## src/mrpt_pkg.sv

```systemverilog
`timescale 1ns / 1ps
// ----------------------------------------------------------------------------
// Miller-Rabin primality test package
// Widths, the fixed witness table and the modular add used by the core.
// ----------------------------------------------------------------------------
package mrpt_pkg;

  localparam int WORD_W             = 64;
  localparam int LIMIT_W            = 4;
  localparam int WIT_W              = 6;
  localparam int SHIFT_W            = 6;
  localparam int MAX_WITNESSES      = 12;
  localparam int WITNESS_TABLE_SIZE = 12;
  localparam logic [LIMIT_W-1:0] LIMIT_RESET = LIMIT_W'(12);

  typedef logic [WORD_W-1:0] word_t;

  // The first twelve primes, tried in order.
  function automatic logic [WIT_W-1:0] witness(input logic [LIMIT_W-1:0] idx);
    logic [WIT_W-1:0] w;
    case (idx)
      4'd0:    w = 6'd2;
      4'd1:    w = 6'd3;
      4'd2:    w = 6'd5;
      4'd3:    w = 6'd7;
      4'd4:    w = 6'd11;
      4'd5:    w = 6'd13;
      4'd6:    w = 6'd17;
      4'd7:    w = 6'd19;
      4'd8:    w = 6'd23;
      4'd9:    w = 6'd29;
      4'd10:   w = 6'd31;
      4'd11:   w = 6'd37;
      default: w = 6'd0;
    endcase
    return w;
  endfunction

  // (x + y) mod m for x, y below m, with the carry out of the top bit kept.
  function automatic word_t add_mod(input word_t x, input word_t y, input word_t m);
    logic [WORD_W:0] s;
    s = {1'b0, x} + {1'b0, y};
    if (s >= {1'b0, m}) begin
      s = s - {1'b0, m};
    end
    return s[WORD_W-1:0];
  endfunction

endpackage

```

## src/miller_rabin_primality_test_64_core.sv

```systemverilog
`timescale 1ns / 1ps
// Special candidates (below 2, 2, 3, even) answer in the cycle after the request.
// Odd candidates run the full test on the bit-serial modular multiplier: one step per
// cycle, up to 126 products per witness. Throughput is one request at a time; busy
// stays high meanwhile. The result shows on done_o for one cycle and cannot be stalled.
// Reset is asynchronous and active low; the witness limit resets to twelve.
// ----------------------------------------------------------------------------
// Miller-Rabin 64-bit primality test core
// Deterministic Miller-Rabin over the first twelve primes, or fewer as set by the
// witness limit, using one shared modular add/double unit under a small sequencer.
// ----------------------------------------------------------------------------
module miller_rabin_primality_test_64_core (
  input  logic                          clk_i,
  input  logic                          rst_ni,
  input  logic                          start,
  output logic                          busy,
  input  logic [mrpt_pkg::WORD_W-1:0]   candidate_i,
  output logic                          done_o,
  output logic                          prime_flag_o,
  input  logic                          cfg_valid_i,
  output logic                          cfg_ready_o,
  input  logic [mrpt_pkg::LIMIT_W-1:0]  cfg_witness_limit_i
);
  import mrpt_pkg::*;

  // Sequencer states.
  localparam logic [2:0] S_IDLE   = 3'd0;
  localparam logic [2:0] S_SPLIT  = 3'd1;  // strip factors of two from n - 1
  localparam logic [2:0] S_WIT    = 3'd2;  // pick the next witness
  localparam logic [2:0] S_POW    = 3'd3;  // one square-and-multiply decision
  localparam logic [2:0] S_MUL    = 3'd4;  // bit-serial modular multiply
  localparam logic [2:0] S_PCHK   = 3'd5;  // check a^d against 1 and n - 1
  localparam logic [2:0] S_SQLOOP = 3'd6;  // repeated squaring loop control
  localparam logic [2:0] S_DONE   = 3'd7;

  // What the running product is for, so the multiplier knows where to return.
  localparam logic [1:0] K_ACC  = 2'd0;   // pow accumulator times base
  localparam logic [1:0] K_BASE = 2'd1;   // pow base squared
  localparam logic [1:0] K_SQR  = 2'd2;   // witness value squared

  logic [2:0]         state_q, state_d;
  logic [1:0]         kind_q, kind_d;
  logic               flag_q, flag_d;
  logic [LIMIT_W-1:0] limit_q;
  logic [LIMIT_W-1:0] count_q, count_d;
  logic [LIMIT_W-1:0] widx_q, widx_d;
  logic [SHIFT_W-1:0] r_q, r_d;
  logic [SHIFT_W-1:0] j_q, j_d;
  word_t              n_q, n_d;
  word_t              d_q, d_d;
  word_t              e_q, e_d;
  word_t              acc_q, acc_d;    // pow accumulator, later the witness value x
  word_t              base_q, base_d;  // pow base
  word_t              macc_q, macc_d;  // multiplier accumulator
  word_t              ma_q, ma_d;      // multiplier doubled addend
  word_t              my_q, my_d;      // multiplier remaining bits

  word_t              n_minus_1;
  word_t              wit;
  word_t              sum_acc;
  word_t              sum_dbl;

  assign n_minus_1 = n_q - word_t'(1);
  assign wit       = word_t'(witness(widx_q));

  // The shared unit: one add-and-reduce for the accumulator and one doubling.
  assign sum_acc = add_mod(macc_q, ma_q, n_q);
  assign sum_dbl = add_mod(ma_q, ma_q, n_q);

  assign busy         = (state_q != S_IDLE);
  assign done_o       = (state_q == S_DONE);
  assign prime_flag_o = flag_q;
  // The limit only changes between requests.
  assign cfg_ready_o  = (state_q == S_IDLE);

  always_comb begin
    state_d = state_q;
    kind_d  = kind_q;
    flag_d  = flag_q;
    count_d = count_q;
    widx_d  = widx_q;
    r_d     = r_q;
    j_d     = j_q;
    n_d     = n_q;
    d_d     = d_q;
    e_d     = e_q;
    acc_d   = acc_q;
    base_d  = base_q;
    macc_d  = macc_q;
    ma_d    = ma_q;
    my_d    = my_q;

    unique case (state_q)
      S_IDLE: begin
        if (start) begin
          n_d = candidate_i;
          d_d = candidate_i - word_t'(1);
          r_d = '0;
          if (candidate_i < word_t'(2)) begin
            flag_d  = 1'b0;
            state_d = S_DONE;
          end else if (candidate_i == word_t'(2) || candidate_i == word_t'(3)) begin
            flag_d  = 1'b1;
            state_d = S_DONE;
          end else if (!candidate_i[0]) begin
            flag_d  = 1'b0;
            state_d = S_DONE;
          end else begin
            state_d = S_SPLIT;
          end
        end
      end

      S_SPLIT: begin
        if (!d_q[0]) begin
          d_d = d_q >> 1;
          r_d = r_q + SHIFT_W'(1);
        end else begin
          widx_d  = '0;
          count_d = (limit_q > LIMIT_W'(MAX_WITNESSES)) ? LIMIT_W'(MAX_WITNESSES) : limit_q;
          state_d = S_WIT;
        end
      end

      S_WIT: begin
        if (widx_q == count_q) begin
          flag_d  = 1'b1;
          state_d = S_DONE;
        end else if (wit >= n_q) begin
          widx_d = widx_q + LIMIT_W'(1);
        end else begin
          acc_d   = word_t'(1);
          base_d  = wit;
          e_d     = d_q;
          state_d = S_POW;
        end
      end

      S_POW: begin
        if (e_q == '0) begin
          state_d = S_PCHK;
        end else if (e_q[0]) begin
          macc_d  = '0;
          ma_d    = acc_q;
          my_d    = base_q;
          kind_d  = K_ACC;
          state_d = S_MUL;
        end else begin
          macc_d  = '0;
          ma_d    = base_q;
          my_d    = base_q;
          kind_d  = K_BASE;
          state_d = S_MUL;
        end
      end

      S_MUL: begin
        if (my_q != '0) begin
          if (my_q[0]) begin
            macc_d = sum_acc;
          end
          ma_d = sum_dbl;
          my_d = my_q >> 1;
        end else begin
          case (kind_q)
            K_ACC: begin
              acc_d  = macc_q;
              macc_d = '0;
              ma_d   = base_q;
              my_d   = base_q;
              kind_d = K_BASE;
            end
            K_BASE: begin
              base_d  = macc_q;
              e_d     = e_q >> 1;
              state_d = S_POW;
            end
            default: begin
              acc_d = macc_q;
              if (macc_q == n_minus_1) begin
                widx_d  = widx_q + LIMIT_W'(1);
                state_d = S_WIT;
              end else begin
                j_d     = j_q + SHIFT_W'(1);
                state_d = S_SQLOOP;
              end
            end
          endcase
        end
      end

      S_PCHK: begin
        if (acc_q == word_t'(1) || acc_q == n_minus_1) begin
          widx_d  = widx_q + LIMIT_W'(1);
          state_d = S_WIT;
        end else begin
          j_d     = SHIFT_W'(1);
          state_d = S_SQLOOP;
        end
      end

      S_SQLOOP: begin
        if (j_q >= r_q) begin
          flag_d  = 1'b0;
          state_d = S_DONE;
        end else begin
          macc_d  = '0;
          ma_d    = acc_q;
          my_d    = acc_q;
          kind_d  = K_SQR;
          state_d = S_MUL;
        end
      end

      S_DONE: begin
        state_d = S_IDLE;
      end

      default: begin
        state_d = S_IDLE;
      end
    endcase
  end

  always_ff @(posedge clk_i or negedge rst_ni) begin
    if (!rst_ni) begin
      state_q <= S_IDLE;
      kind_q  <= K_ACC;
      flag_q  <= 1'b0;
      limit_q <= LIMIT_RESET;
      count_q <= '0;
      widx_q  <= '0;
      r_q     <= '0;
      j_q     <= '0;
    end else begin
      state_q <= state_d;
      kind_q  <= kind_d;
      flag_q  <= flag_d;
      count_q <= count_d;
      widx_q  <= widx_d;
      r_q     <= r_d;
      j_q     <= j_d;
      if (cfg_valid_i && cfg_ready_o) begin
        limit_q <= cfg_witness_limit_i;
      end
    end
  end

  // Datapath registers carry no reset.
  always_ff @(posedge clk_i) begin
    n_q    <= n_d;
    d_q    <= d_d;
    e_q    <= e_d;
    acc_q  <= acc_d;
    base_q <= base_d;
    macc_q <= macc_d;
    ma_q   <= ma_d;
    my_q   <= my_d;
  end

endmodule

```

## config.mk

```make
export PLATFORM = sky130hd
export DESIGN_NAME = miller_rabin_primality_test_64_core
export DESIGN_NICKNAME = d
export VERILOG_FILES = /design/src/mrpt_pkg.sv /design/src/miller_rabin_primality_test_64_core.sv
export SDC_FILE = /design/constraint.sdc
export NUM_CORES = 2
export LEC_CHECK = 0
export BUFFER_PORTS_ARGS = -buffer_cell sky130_fd_sc_hd__buf_2
export CORE_MARGIN = 2
export CORE_UTILIZATION = 35
export DETAILED_ROUTE_END_ITERATION = 16
export REMOVE_ABC_BUFFERS = 1
export SLEW_MARGIN = 25
export SYNTH_ARGS = -nofsm -noshare
export SYNTH_HDL_FRONTEND = slang
export SYNTH_SLANG_ARGS = --single-unit
```

## constraint.sdc

```tcl
create_clock -name clk_i -period 15.7 [get_ports clk_i]
set_input_delay 3.925 -clock clk_i [delete_from_list [all_inputs] [get_ports clk_i]]
set_output_delay 3.925 -clock clk_i [all_outputs]
set_load 0.02 [all_outputs]
```

==> results.toml <==
[clocking]
cts-buffers-inserted = 60
cts.hold.buffers_added = 0
tritoncts = "built"
clkSinkCount = 542
worstSkewPairLatency_ns = 0.69
cts_max_level = 2
clk_path_buf_depth = 3
cts_setup_buffers = 0
clock_tree_root_driver_cell = "clkbuf_16"
clkTransAtPathRegs_ns = 0.06
cts_resized = 0

[place]
routability_congestion_estimate_from_global_placement = 1.03
port-buffer-count = 75
dp_wirelength_um = 133000

[floorplan]
die_h_um = 341
die-area_mm2 = 0.116
design.portCount = 76
chipWidth_um = 341
initial_utilization_pct = 35.3
rows = 123
placeableCoreArea_mm2 = 0.113

[global_routing]
number_of_global_route_vias_before_repair = 33749
maximum_number_of_pins_on_one_net_before_global_route_repair = 90
grt_antenna_before_repair = 12
grt.overflow.total = 0
first_pass_grt_wire_length_um = 241000
track_usage_pct = 28.2

[worst_setup_path]
worst_ep_arrival_time_ns = 8.73
crit_chain = "ha_1 -> and4_1 -> a211o_1 -> o311ai_0 -> a21oi_1 -> or3b_2 -> a21oi_1 -> inv_1 -> a21oi_1 -> o21ai_0 -> xor2_1 -> ha_1 -> nand4_1 -> a2111oi_0 -> o221ai_1 -> a31oi_1 -> nor4_1 -> o31ai_1 -> o2111ai_1 -> a32oi_1 -> a21bo_2 -> nand2_1 -> o21ai_0"
timing.critical_path.to_type = "flop"
cp_slowest_cell = "a21bo_2"
critical_path.max_fanout = 27
required_ns = 16.22
critical_path.top_delay_family = "compound AO/OA/AOI/OAI gates"
buf_inv_stages_crit_path = 1
slowest_delay_ns = 0.79
worstSetupPathType = "reg2reg"
cp_common_cell = "a21oi_1"
startpoint_type = "flop"

[synth]
netlist_area_mm2 = 0.0398
top_cells_by_area_synth = "edfxtp_1 39%, ha_1 6.8%, xnor2_1 5.3%"
ys_dominant_reg_cell = "edfxtp_1"
ys_seq_area_share_pct = 40.5
synth.lib_cells_used.distinct = 93
synth_edf_count = 512
ys.warnings.count = 0
synthDominantAreaCellType = "edfxtp_1"
synth.top_cell.area_share_pct = 38.6
post_synth_inst_count = 4333
synthesis.area_per_instance_um2 = 9.19
synth_seq_cells = 542
async_s_r_ff_share_synth_pct = 5.54

[route]
drt-initial-drc-count = 5049
routedWlPerCell_um = 29.0
detail_route.vias_per_cell = 6.19
drc = 0
route.antenna.remaining_nets = 0
drtPass1Iterations = 7
wirelength_um = 170000
vias = 36213

[cells_and_area]
p_r_area_growth_vs_syn_pct = 9.94
finalNetCount = 4589
final_layout_size_suffix_gt1_share_pct = 6.74

[timing]
slew_headroom_pct = 21.0
maximum_achievable_frequency_mhz = 122
clock_skew_ns = 0.0220
setup_tns_ns = 0
final.min_clock_period_ns = 8.22
period_utilization_post_route_pct = 52.3
grt_setup_unrepaired = "false"
final-max-slew-violation-count = 0
timing.final.hold_violations = 0
tightest_slew_ns = 1.17
setup_viol_count_final = 0

[run]
max-cap-violations = 0

[hold_path]
hold_class = "reg2reg"

[outcome]
status = "completed"
[cells in the mapped netlist (all sizes together) (89+ instances only)]
cell type,n
o21ai,257
a22oi,141
xor2,152
nor4,113
inv,130
nor2,346
edfxtp,512
clkbuf,192
a21oi,402
ha,216
xnor2,243
nand4,91
nor3,89
nand2,497
a21o,139
[path summary, 6_finish.rpt]
check,startpoint,endpoint,slack [ns],cells past startpoint
max in group asynchronous,rst_ni,state_q[1],11.84,1
max reg2reg,ma_q[19],macc_q[42],7.48,23
max,ma_q[19],macc_q[42],7.48,23
min reg2reg,prime_flag_o,prime_flag_o,0.51,2
min in group asynchronous,rst_ni,j_q[1],3.32,1
min,prime_flag_o,prime_flag_o,0.51,2
[layout make-up]
cell class,count,area [um^2]
inverters,132,495
multi-input cells,3445,22500
diodes,3,7.51
fillers,11425,68900
clock buffers,75,1600
repair buffers,117,691
clock inverters,38,464
flip-flops and latches,542,16100
well taps,1500,1880
[layout by cell type (no fill, tap or decap), types with 60 or more instances in the layout]
cell / netlist / routed
inv_1: 130 / 130
nand4_1: 90 / 90
nor2_1: 346 / 340
o21ai_0: 256 / 256
a21oi_1: 401 / 398
clkbuf_16: 0 / 60
edfxtp_1: 512 / 512
ha_1: 216 / 216
nor4_1: 107 / 105
and2_1: 75 / 74
nor3_1: 86 / 86
nand3_1: 68 / 67
buf_2: 6 / 75
a22oi_1: 141 / 141
xor2_1: 152 / 152
a21o_1: 139 / 139
xnor2_1: 242 / 242
nand2_1: 496 / 493
[metal layers]
layer	global-route usage, %	share of wire, %
met1	39.8	43
met2	43.3	44
met3	4.51	9.5
met4	10.4	4.2
met5	0	0.0065
[sequential cells by signal, indices dropped and copies added (netlist names)]
signal	count
acc_q	64
base_q	64
d_q	64
e_q	64
ma_q	64
macc_q	64
my_q	64
n_q	64
j_q	6
r_q	6
count_q	4
limit_q	4
widx_q	4
state_q	3
kind_q	2
prime_flag_o	1
[worst reg2reg max path: cells and delay by family (launching register included)]
family	cells	cell delay, ns
AO/OA/AOI/OAI	14	5.00
flip-flops	1	0.52
AND/OR/NAND/NOR	5	1.50
XOR/XNOR	1	0.18
buffers and inverters	1	0.06
adder cells (fa/ha/maj)	2	0.83
[cell families after synthesis]
| logic type | after synthesis | share of synthesized area, % |
|---|---|---|
| and+or+nand+nor | 1499 | 18.4 |
| AOI/OAI and AO/OA | 1282 | 20.5 |
| DFF | 542 | 40.5 |
| xor gates and xnor gates | 406 | 9.33 |
| buffers and inverters | 346 | 3.32 |
| adders and majority gates | 219 | 6.94 |
| muxes | 39 | 1.01 |
[metrics by stage]
step | hold slack [ns] | setup slack (ns) | area (um^2) | util, % | cells
after floorplan | 0.470 | 2.15 | 39000 | - | 4119
after global placement | 0.490 | 7.58 | 41700 | 37.0 | 5736
after detailed placement | 0.489 | 7.62 | 41700 | 37.0 | 5736
after CTS | 0.505 | 7.67 | 43700 | 38.8 | 5849
after global routing | 0.526 | 7.12 | 43800 | 38.8 | 5849
final | 0.507 | 7.48 | 43800 | 38.8 | 5852
Power is left out: the tool's default activity adds up to more than one toggle a clock period on the data nets, which glitch-free logic cannot reach.
